**src/hdl/bet_pkg.sv**
```systemverilog
// Shared types, codes and character-class helpers for the tokenizer.
package bet_pkg;

  typedef enum logic [3:0] {
    TK_IDENT = 4'd0,
    TK_TRUE  = 4'd1,
    TK_FALSE = 4'd2,
    TK_NOT   = 4'd3,
    TK_OR    = 4'd4,
    TK_AND   = 4'd5,
    TK_QMARK = 4'd6,
    TK_COLON = 4'd7,
    TK_LPAR  = 4'd8,
    TK_RPAR  = 4'd9,
    TK_EOF   = 4'd10,
    TK_ERROR = 4'd11
  } tok_kind_t;

  typedef enum logic [1:0] {
    PH_IDLE   = 2'd0,
    PH_PREFIX = 2'd1,
    PH_IDENT  = 2'd2
  } scan_phase_t;

  typedef enum logic {
    FN_CHAR = 1'b0,
    FN_END  = 1'b1
  } func_t;

  localparam int KwSlots   = 5;
  localparam int RunMax    = 7;
  localparam int FifoDepth = 4;

  localparam logic [7:0] ChUnder = "_";
  localparam logic [7:0] ChQmark = "?";
  localparam logic [7:0] ChColon = ":";
  localparam logic [7:0] ChLpar  = "(";
  localparam logic [7:0] ChRpar  = ")";

  // tokens raised by one word, in order
  typedef struct packed {
    logic [1:0] cnt;
    tok_kind_t  k0;
    tok_kind_t  k1;
  } tok_pair_t;

  typedef struct packed {
    tok_kind_t kind;
    logic      last;
  } tok_entry_t;

  function automatic logic is_letter(input logic [7:0] c);
    return (c >= "A" && c <= "Z") || (c >= "a" && c <= "z");
  endfunction

  function automatic logic is_digit(input logic [7:0] c);
    return c >= "0" && c <= "9";
  endfunction

  function automatic logic is_space(input logic [7:0] c);
    return c == " " || (c >= 8'd9 && c <= 8'd13);
  endfunction

endpackage

```
**src/hdl/bet_if.sv**
```systemverilog
// Valid/ready channel interfaces for the tokenizer input and token output.
interface bet_in_if;
  logic                  valid;
  logic                  ready;
  logic                  func;
  logic [7:0]            ch;
  modport source (output valid, output func, output ch, input ready);
  modport sink   (input valid, input func, input ch, output ready);
endinterface

interface bet_out_if;
  logic                  valid;
  logic                  ready;
  logic [3:0]            token_kind;
  logic                  last_of_run;
  modport source (output valid, output token_kind, output last_of_run, input ready);
  modport sink   (input valid, input token_kind, input last_of_run, output ready);
endinterface

```
**src/hdl/bet_core.sv**
```systemverilog
// Scan state, lexeme buffer and per-word token decision.
module bet_core (
  input  logic              clk,
  input  logic              rst,
  input  logic              take,
  input  logic              func,
  input  logic [7:0]        ch,
  output bet_pkg::tok_pair_t toks
);
  import bet_pkg::*;

  scan_phase_t phase, phase_next;
  logic [2:0]  len, len_next;
  logic [7:0]  kc [KwSlots];
  logic        kc_we;
  logic [2:0]  kc_idx;

  tok_kind_t   close_kind;
  logic        close_has;
  tok_kind_t   fresh_kind;
  logic        fresh_has;
  logic        is_end;

  // keyword match over the stored prefix
  always_comb begin
    close_kind = TK_IDENT;
    if (len == 3'd2 && kc[0] == "o" && kc[1] == "r") begin
      close_kind = TK_OR;
    end else if (len == 3'd3 && kc[0] == "a" && kc[1] == "n" && kc[2] == "d") begin
      close_kind = TK_AND;
    end else if (len == 3'd3 && kc[0] == "n" && kc[1] == "o" && kc[2] == "t") begin
      close_kind = TK_NOT;
    end else if (len == 3'd5 && kc[0] == "f" && kc[1] == "a" && kc[2] == "l"
                 && kc[3] == "s" && kc[4] == "e") begin
      close_kind = TK_FALSE;
    end else if (len == 3'd4 && kc[0] == "t" && kc[1] == "r" && kc[2] == "u"
                 && kc[3] == "e") begin
      close_kind = TK_TRUE;
    end
    if (phase == PH_PREFIX) begin
      close_kind = TK_ERROR;
    end
  end

  always_comb begin
    is_end     = (func == FN_END);
    phase_next = phase;
    len_next   = len;
    kc_we      = 1'b0;
    kc_idx     = len;
    close_has  = 1'b0;
    fresh_has  = 1'b0;
    fresh_kind = TK_ERROR;

    if (is_end) begin
      close_has  = (phase == PH_PREFIX) || (phase == PH_IDENT);
      fresh_has  = 1'b1;
      fresh_kind = TK_EOF;
      phase_next = PH_IDLE;
      len_next   = 3'd0;
    end else if ((phase == PH_PREFIX && (is_digit(ch) || ch == ChUnder || is_letter(ch)))
                 || (phase == PH_IDENT
                     && (is_letter(ch) || is_digit(ch) || ch == ChUnder))) begin
      // run continues
      kc_we = (len < 3'(KwSlots));
      if (len < 3'(RunMax)) begin
        len_next = len + 3'd1;
      end
      if (is_letter(ch)) begin
        phase_next = PH_IDENT;
      end
    end else begin
      // run ends (if open); the word is then taken fresh
      close_has  = (phase == PH_PREFIX) || (phase == PH_IDENT);
      phase_next = PH_IDLE;
      len_next   = 3'd0;
      if (is_letter(ch) || ch == ChUnder) begin
        phase_next = is_letter(ch) ? PH_IDENT : PH_PREFIX;
        len_next   = 3'd1;
        kc_we      = 1'b1;
        kc_idx     = 3'd0;
      end else if (!is_space(ch)) begin
        fresh_has = 1'b1;
        case (ch)
          ChQmark: fresh_kind = TK_QMARK;
          ChColon: fresh_kind = TK_COLON;
          ChLpar:  fresh_kind = TK_LPAR;
          ChRpar:  fresh_kind = TK_RPAR;
          default: fresh_kind = TK_ERROR;
        endcase
      end
    end

    toks.cnt = {1'b0, close_has} + {1'b0, fresh_has};
    toks.k0  = close_has ? close_kind : fresh_kind;
    toks.k1  = fresh_kind;
  end

  always_ff @(posedge clk) begin
    if (rst) begin
      phase <= PH_IDLE;
      len   <= 3'd0;
    end else if (take) begin
      phase <= phase_next;
      len   <= len_next;
    end
  end

  always_ff @(posedge clk) begin
    if (take && kc_we) begin
      kc[kc_idx] <= ch;
    end
  end

`ifndef NO_ASSERTIONS
  a_idle_empty: assert property (@(posedge clk) disable iff (rst)
    (phase == PH_IDLE) == (len == 3'd0))
    else $error("run length and scan phase disagree");

  a_eof_resets: assert property (@(posedge clk) disable iff (rst)
    take && func == FN_END |=> phase == PH_IDLE && len == 3'd0)
    else $error("scanner not idle after end of input");

  a_cnt_range: assert property (@(posedge clk) disable iff (rst)
    toks.cnt != 2'd3)
    else $error("more than two tokens for one word");
`endif

endmodule

```
**src/hdl/boolean_expression_tokenizer_unit.sv**
```systemverilog
// Top level of the boolean-expression tokenizer: scanner plus token queue.
//
//  channel | dir | payload                      | word
//  req     | in  | func[0], ch[7:0]             | one character or end marker
//  rsp     | out | token_kind[3:0], last_of_run | one token
//
// One input word is taken per cycle while the token queue has room for two
// tokens; its tokens (zero, one or two) land in the queue in the same edge.
// Tokens leave at one per cycle while rsp.ready is high, so words that raise two
// tokens can fill the queue; sustained rate is one word per cycle otherwise.
// Synchronous active-high reset idles the scanner and empties the queue.
// A stalled rsp backs up into the 4-entry queue, then drops req.ready.
module boolean_expression_tokenizer_unit (
  input  logic     clk,
  input  logic     rst,
  bet_in_if.sink   req,
  bet_out_if.source rsp
);
  import bet_pkg::*;

  localparam int PtrW = $clog2(FifoDepth);
  localparam int CntW = $clog2(FifoDepth + 1);

  tok_pair_t   toks;
  logic        take;
  logic        pop;

  // token queue
  tok_entry_t  q [FifoDepth];
  logic [PtrW-1:0] head, tail;
  logic [CntW-1:0] count, count_next;

  // room for the worst case of two tokens
  assign req.ready = (count <= CntW'(FifoDepth - 2));
  assign take      = req.valid && req.ready;

  bet_core u_core (
    .clk  (clk),
    .rst  (rst),
    .take (take),
    .func (req.func),
    .ch   (req.ch),
    .toks (toks)
  );

  assign rsp.valid       = (count != '0);
  assign rsp.token_kind  = q[head].kind;
  assign rsp.last_of_run = q[head].last;
  assign pop             = rsp.valid && rsp.ready;

  always_comb begin
    count_next = count;
    if (take) begin
      count_next = count_next + CntW'(toks.cnt);
    end
    if (pop) begin
      count_next = count_next - CntW'(1);
    end
  end

  always_ff @(posedge clk) begin
    if (rst) begin
      head  <= '0;
      tail  <= '0;
      count <= '0;
    end else begin
      count <= count_next;
      if (pop) begin
        head <= head + PtrW'(1);
      end
      if (take) begin
        tail <= tail + PtrW'(toks.cnt);
      end
    end
  end

  // payload only, no reset
  always_ff @(posedge clk) begin
    if (take && toks.cnt != 2'd0) begin
      q[tail] <= '{kind: toks.k0, last: (toks.cnt == 2'd1)};
    end
    if (take && toks.cnt == 2'd2) begin
      q[tail + PtrW'(1)] <= '{kind: toks.k1, last: 1'b1};
    end
  end

`ifndef NO_ASSERTIONS
  a_no_overflow: assert property (@(posedge clk) disable iff (rst)
    count <= CntW'(FifoDepth))
    else $error("token queue overflow");

  a_eof_queued: assert property (@(posedge clk) disable iff (rst)
    take && req.func == FN_END |=> count != '0)
    else $error("end of input left no token");

  a_ptr_gap: assert property (@(posedge clk) disable iff (rst)
    PtrW'(tail - head) == PtrW'(count))
    else $error("queue pointers disagree with count");
`endif

endmodule
```
**src/flat_wrapper.sv**
```systemverilog
// flat-port wrapper written by rule: the top's interface ports become plain ports
module boolean_expression_tokenizer_unit_flat import bet_pkg::*;
  (clk, rst, req_valid, req_func, req_ch, req_ready, rsp_valid, rsp_token_kind, rsp_last_of_run, rsp_ready);
  bet_in_if req_i ();
  bet_out_if rsp_i ();
  input  logic clk;
  input  logic rst;
  input wire logic [$bits(req_i.valid)-1:0] req_valid;
  input wire logic [$bits(req_i.func)-1:0] req_func;
  input wire logic [$bits(req_i.ch)-1:0] req_ch;
  output wire logic [$bits(req_i.ready)-1:0] req_ready;
  output wire logic [$bits(rsp_i.valid)-1:0] rsp_valid;
  output wire logic [$bits(rsp_i.token_kind)-1:0] rsp_token_kind;
  output wire logic [$bits(rsp_i.last_of_run)-1:0] rsp_last_of_run;
  input wire logic [$bits(rsp_i.ready)-1:0] rsp_ready;
  assign req_i.valid = req_valid;
  assign req_i.func = req_func;
  assign req_i.ch = req_ch;
  assign req_ready = req_i.ready;
  assign rsp_valid = rsp_i.valid;
  assign rsp_token_kind = rsp_i.token_kind;
  assign rsp_last_of_run = rsp_i.last_of_run;
  assign rsp_i.ready = rsp_ready;
  boolean_expression_tokenizer_unit u_core (.clk(clk), .rst(rst), .req(req_i), .rsp(rsp_i));
endmodule
```
**config.mk**
```make
export PLATFORM = sky130hd
export DESIGN_NAME = boolean_expression_tokenizer_unit_flat
export DESIGN_NICKNAME = d
export VERILOG_FILES = /design/src/hdl/bet_pkg.sv /design/src/hdl/bet_if.sv /design/src/hdl/bet_core.sv /design/src/hdl/boolean_expression_tokenizer_unit.sv /design/src/flat_wrapper.sv
export SDC_FILE = /design/constraint.sdc
export NUM_CORES = 1
export LEC_CHECK = 0
export BUFFER_PORTS_ARGS = -buffer_cell sky130_fd_sc_hd__buf_2
export CAP_MARGIN = 20
export CORE_ASPECT_RATIO = 1.1
export CORE_MARGIN = 5
export CORE_UTILIZATION = 65
export DETAILED_ROUTE_END_ITERATION = 10
export PLACE_DENSITY = 0.8
export RECOVER_POWER = 50
export SYNTH_ARGS = -nofsm -noshare
export SYNTH_HDL_FRONTEND = slang
export SYNTH_SLANG_ARGS = --single-unit
```
**constraint.sdc**
```tcl
create_clock -name clk -period 10.1 [get_ports clk]
set_clock_uncertainty 0.05 [all_clocks]
set_input_delay 1.01 -clock clk [delete_from_list [all_inputs] [get_ports clk]]
set_output_delay 1.01 -clock clk [all_outputs]
set_load 0.03 [all_outputs]
```
==> results of run 1 <==
worst max-delay path: stages:
cell and delay (ns):
clkbuf_1 0.41, nand2_1 0.13, or3_1 0.45, a41oi_1 0.52, and2b_4 0.29, ha_1 0.31, ha_1 0.23, fa_1 0.44
mux2i_1 0.20, ha_1 0.25, and3_1 0.14, a211oi_1 0.19
metrics by stage:
| step | setup WS (ns) | utilization [%] | instance area [um^2] | std cells |
|---|---|---|---|---|
| after floorplan | 6.17 | - | 3690 | 322 |
| after global placement | 5.87 | 70.8 | 3870 | 410 |
| after detailed placement | 5.82 | 70.8 | 3870 | 410 |
| after CTS | 6.16 | 74.0 | 4050 | 426 |
| after global routing | 5.38 | 73.3 | 4010 | 426 |
| final | 5.73 | 73.3 | 4010 | 426 |
cell type report:
class,count,area [um^2],area share (%)
multi-input combinational,228,1550,38.7
clock buffer,9,124,3.09
clock inverter,7,53.8,1.34
timing repair buffer,24,106,2.65
tap,75,93.8,2.34
inverter,9,36.3,0.905
sequential,74,2040,51.0
sequential cells by signal, indices dropped and copies added, names as in the netlist, named ones only:
name,flops
u_core.u_core.kc,40
u_core.head,2
u_core.u_core.len,3
u_core.count,3
u_core.u_core.phase,2
u_core.q,20
u_core.tail,2
cell families (layout without fill, tap and decap cells):
group | after synthesis | after routing | synth area share (%)
AO/OA/AOI/OAI | 52 | 52 | 9.96
XOR/XNOR | 6 | 6 | 1.42
adder cells (fa/ha/maj) | 14 | 14 | 4.95
buffers and inverters | 20 | 49 | 2.34
flip-flops | 74 | 74 | 55.3
multiplexers | 7 | 7 | 3.59
AND/OR/NAND/NOR | 149 | 149 | 22.4
final timing paths:
kind | start | to | slack, ns | depth (start not counted)
max | req_ch[3] | u_core.count[1]$_SDFF_PP0_ | 5.73 | 12
min | u_core.q[3][0]$_SDFFE_PP1P_ | u_core.q[3][0]$_SDFFE_PP1P_ | 0.42 | 2
max reg2reg | u_core.u_core.phase[0]$_SDFFE_PP0P_ | u_core.count[1]$_SDFF_PP0_ | 6.37 | 13
min reg2reg | u_core.q[3][0]$_SDFFE_PP1P_ | u_core.q[3][0]$_SDFFE_PP1P_ | 0.42 | 2
placed cells by master (no fill, tap or decap), types with 8 or more instances in the layout:
cell type	n
clkbuf_1	17
nand2_1	32
nand4_1	8
inv_1	8
a21oi_1	13
clkbuf_8	9
nor3_1	9
ha_1	13
nor4_1	13
nor2_1	27
edfxtp_1	56
dfxtp_1	18
nand3_1	16
synth_stat cells (all sizes together), types with 3 or more instances:
cell type | instances | share of area [%]
ha | 13 | 4.4
nor2b | 5 | 0.85
nand4 | 8 | 1.4
a211oi | 3 | 0.61
nor3 | 9 | 1.2
nand2 | 32 | 3.3
xnor2 | 5 | 1.2
nor2 | 27 | 2.7
nor4 | 13 | 2.2
clkbuf | 8 | 0.81
o22ai | 5 | 0.85
a22oi | 5 | 1.0
and2 | 4 | 0.75
mux4 | 5 | 3.0
a21oi | 13 | 1.8
o32ai | 4 | 0.95
edfxtp | 56 | 46
or3 | 4 | 0.81
o21ai | 5 | 0.68
nand3 | 16 | 2.2
or4bb | 3 | 0.91
nand3b | 3 | 0.61
and3 | 3 | 0.51
buf | 3 | 0.54
dfxtp | 18 | 9.8
inv | 9 | 0.98
nand4b | 4 | 0.95
o221ai | 4 | 0.95
power groups by stage:
stage,logic (mW),registers (mW),clock network (mW)
floorplan,0.174,0.380,0
global placement,0.208,0.393,0
detailed placement,0.212,0.397,0
CTS,0.213,0.390,0.209
global route,0.230,0.394,0.223
finish,0.207,0.390,0.207
routing by layer:
metal  global-route usage [%]  wire, um  up-vias
met2                     39.1      3860      133
li1                         -         -     1303
met3                     5.85       673       15
met5                        0         0        -
met4                     9.52       156        0
met1                     35.3      3560     1293
==> flow_summary.json, run 1 <==
{
  "status": "completed",
  "yosys_register_bits": 74,
  "post_cts_buffers": 0,
  "hold_buffers": 0,
  "hold_path.class": "flop to flop",
  "worst_setup_path_end_kind": "flop",
  "hold_ws_ns": 0.422,
  "dieWidth_um": 81.9,
  "syn_nets": 349,
  "clock_latency_ns": 0.35,
  "syn_area_um2": 3690,
  "syn_area_per_cell_um2": 11.5,
  "comb_power_share_pct": 25.8,
  "p_sw_share_pct": 34.4,
  "clkPwrFrac_pct": 25.8,
  "synth_cell_type_count": 60,
  "crit_required_ns": 10.32,
  "first_pass_iters": 5,
  "drt_wl_total_mm": 8.26,
  "final_hold_viol_count": 0,
  "die_h_um": 89.0,
  "drtIter0Drc": 356,
  "clkSinkCount": 74,
  "p_sw_mw": 0.276,
  "route.detailed.drc": 0,
  "fillers": 400,
  "power_mw": 0.804,
  "async_reset_ff_share_pct": 0,
  "drive_above_1_share_pct": 9.97,
  "antenna_found_initial": 0,
  "nets": 373,
  "die-area_um2": 7290,
  "post-route-min-period_ns": 4.37,
  "routedWlPerCell_um": 19.4,
  "gp_congestion": 0.978,
  "ant_nets": 0,
  "rsz0062_at_grt": "no",
  "worst_pin_slew_ns": 0.817,
  "route.vias.total": 2744,
  "fin_setup_tns_ns": 0,
  "setup_viol": 0,
  "maxCapViolations": 0,
  "fmaxAchievable_ghz": 0.229,
  "critical_path.max_fanout": 13,
  "syn_inst": 322,
  "grt_max_degree": 17,
  "grt_pass1_vias": 2626,
  "ir_worst_vdd_v": 0.000179,
  "syn2layout_area_growth_pct": 8.54,
  "ys_seq_area_share_pct": 55.3,
  "hpwl_mm": 6.12,
  "crit_type": "primary input to flop",
  "clk_pin_slew_ns": 0.08,
  "row_count": 28,
  "clock_path_buffers": 2,
  "tritoncts": "built",
  "cts-root-buf": "clkbuf_8",
  "cts_buffers": 9,
  "ios": 20,
  "period_share_pct": 43.3,
  "yosys_warnings": 0,
  "vias_per_cell": 6.44,
  "grt_usage_pct": 25.4,
  "finalMaxSlewViolations": 0,
  "cts_max_level": 3,
  "initial_utilization_pct": 67.6,
  "grt_pass1_wl_mm": 13.3,
  "ctsResizeCount": 0,
  "diodes": 0,
  "power.density_nw_per_um2": 201,
  "portBuffers": 19,
  "crit_arrival_ns": 4.58,
  "yosys_most_used_dff": "edfxtp_1",
  "core_area_um2": 5470,
  "seq_power_share_pct": 48.4,
  "timing.slew.headroom_pct": 45.1,
  "p_leak_nw": 1.32,
  "synth_edf_count": 56,
  "internal_power_mw": 0.528,
  "critPathLaunchType": "primary input",
  "grt.overflow.total": 0
}
No activity file was read; power rests on OpenSTA's default activity.
==> run 2, diff against run 1 <==
--- a/config.mk
+++ b/config.mk
@@ -9,9 +9,9 @@
 export CAP_MARGIN = 20
 export CORE_ASPECT_RATIO = 1.1
 export CORE_MARGIN = 5
-export CORE_UTILIZATION = 65
+export CORE_UTILIZATION = 61
 export DETAILED_ROUTE_END_ITERATION = 10
-export PLACE_DENSITY = 0.8
+export PLACE_DENSITY = 0.76
 export RECOVER_POWER = 50
 export SYNTH_ARGS = -nofsm -noshare
 export SYNTH_HDL_FRONTEND = slang
==> constraint.sdc (replaced) <==
create_clock -name clk -period 4.1 [get_ports clk]
set_clock_uncertainty 0.05 [all_clocks]
set_input_delay 0.41 -clock clk [delete_from_list [all_inputs] [get_ports clk]]
set_output_delay 0.41 -clock clk [all_outputs]
set_load 0.03 [all_outputs]
==> run 2 against run 1 <==
- register-to-register slack got worse by 5.8 ns
- clock power increased to 3.0 times the previous value
- first-iteration DRC count decreased by 20%
- non-clock buffer count increased by 1
- sequential power increased by 150%
==> flow_summary.json, run 2 (synthesis results as in run 1) <==
{
  "crit_arrival_ns": 3.73,
  "die-area_um2": 7710,
  "post_cts_buffers": 0,
  "internal_power_mw": 1.43,
  "routedWlPerCell_um": 19.1,
  "clock_path_buffers": 2,
  "drtIter0Drc": 286,
  "clkSinkCount": 74,
  "portBuffers": 19,
  "ff_latch_area_um2": 2040,
  "maxCapViolations": 0,
  "wl_met3_um": 542,
  "largest_reg_flops": 40,
  "met2_wirelength_mm": 3.96,
  "core_area_um2": 5840,
  "clock_latency_ns": 0.35,
  "syn2layout_area_growth_pct": 10.2,
  "post-route-min-period_ns": 3.52,
  "largest_register": "u_core.u_core.kc",
  "layout_common_cells": "56 x edfxtp_1, 32 x nand2_1, 27 x nor2_1, 18 x dfxtp_1, 18 x clkbuf_1",
  "p_leak_nw": 1.34,
  "timing.slew.headroom_pct": 46.5,
  "diodes": 0,
  "fmaxAchievable_ghz": 0.284,
  "rsz0062_at_grt": "no",
  "setup_viol": 0,
  "clk_pin_slew_ns": 0.08,
  "wl_met1_mm": 3.54,
  "ant_nets": 0,
  "dieWidth_um": 84.2,
  "cts-root-buf": "clkbuf_8",
  "cts_max_level": 3,
  "worst_slack_ns": 0.581,
  "hold_buffers": 0,
  "finalMaxSlewViolations": 0,
  "p_sw_mw": 0.678,
  "fin_setup_tns_ns": 0,
  "layout_commonest_cell": "edfxtp_1",
  "p_sw_share_pct": 32.2,
  "grt_usage_pct": 22.7,
  "post-route-util_pct": 69.7,
  "first_pass_iters": 5,
  "antenna_found_initial": 0,
  "seq_power_share_pct": 45.5,
  "vias_per_cell": 6.49,
  "ctsResizeCount": 0,
  "preCtsSetupSlack_ns": 0.487,
  "row_count": 29,
  "highest_layer": "met4",
  "crit_required_ns": 4.31,
  "grt_pass1_wl_mm": 13.6,
  "multi_input_area_um2": 1560,
  "die_h_um": 91.6,
  "drive_above_1_share_pct": 10.2,
  "clkPwrFrac_pct": 29.9,
  "final_hold_viol_count": 0,
  "drt_wl_total_mm": 8.20,
  "grt_max_degree": 17,
  "initial_utilization_pct": 63.2,
  "crit_type": "primary input to flop",
  "cts_buffers": 9,
  "ir_worst_vdd_v": 0.000443,
  "power.density_nw_per_um2": 517,
  "status": "completed",
  "largestRegisters": "u_core.u_core.kc (40), u_core.q (20)",
  "critical_path.max_fanout": 13,
  "hold_path.class": "primary input to flop",
  "hpwl_mm": 6.07,
  "grt_pass1_vias": 2681,
  "ios": 20,
  "period_share_pct": 85.8,
  "worst_pin_slew_ns": 0.795,
  "critPathLaunchType": "primary input",
  "worst_setup_path_end_kind": "flop",
  "route.vias.total": 2784,
  "nets": 374,
  "grt.overflow.total": 0,
  "route.detailed.drc": 0,
  "gp_congestion": 0.956,
  "fillers": 445,
  "comb_power_share_pct": 24.6,
  "tritoncts": "built"
}
-- run 2: power by group through the flow --
| stage | Combinational, mW | Clock (mW) | Sequential (mW) |
|---|---|---|---|
| 5_1_grt | 0.574 | 0.674 | 0.971 |
| 3_3_place_gp | 0.515 | 0 | 0.971 |
| 6_report | 0.517 | 0.629 | 0.958 |
| 2_1_floorplan | 0.429 | 0 | 0.937 |
| 3_5_place_dp | 0.523 | 0 | 0.977 |
| 4_1_cts | 0.531 | 0.632 | 0.960 |
-- run 2: worst max-delay path, stage by stage --
cell      delay, ns
clkbuf_1       0.42
nand2_1        0.12
or3_1          0.46
a31oi_1        0.33
a21o_1         0.22
ha_1           0.31
ha_1           0.23
fa_1           0.44
mux2i_1        0.19
ha_1           0.25
and3_1         0.14
a211oi_1       0.20
-- run 2: path summary, 6_finish.rpt --
kind                                                     startpoint                     endpoint  slack (ns)  cells after the start
worst max-delay path                                      req_ch[3]   u_core.count[1]$_SDFF_PP0_        0.58                     12
worst min-delay path                                      rsp_ready   u_core.count[1]$_SDFF_PP0_        0.32                      3
worst max register to register  u_core.u_core.phase[1]$_SDFFE_PP0P_   u_core.count[1]$_SDFF_PP0_        0.61                     13
worst min register to register          u_core.q[2][0]$_SDFFE_PP1P_  u_core.q[2][0]$_SDFFE_PP1P_        0.43                      2
-- run 2: area by class of cell --
cell class / instances / area share [%]
well taps: 77 / 2.37
repair buffers: 25 / 2.71
clock buffers: 9 / 3.04
inverters: 9 / 0.892
flip-flops and latches: 74 / 50.2
clock inverters: 7 / 2.49
multi-input cells: 228 / 38.3
-- run 2: routing by layer --
metal | GRT usage [%] | vias to the layer above
met5 | 0 | -
met4 | 7.51 | 0
met3 | 4.62 | 17
met2 | 35.7 | 127
met1 | 31.7 | 1332
li1 | - | 1308
-- run 2: stage by stage --
step | hold slack (ns) | std cells | power [mW] | area (um^2)
after floorplan | 0.385 | 322 | 1.37 | 3690
after global placement | 0.416 | 413 | 1.49 | 3880
after detailed placement | 0.418 | 413 | 1.50 | 3880
after CTS | 0.313 | 429 | 2.12 | 4100
after global routing | 0.322 | 429 | 2.22 | 4070
final | 0.324 | 429 | 2.10 | 4070
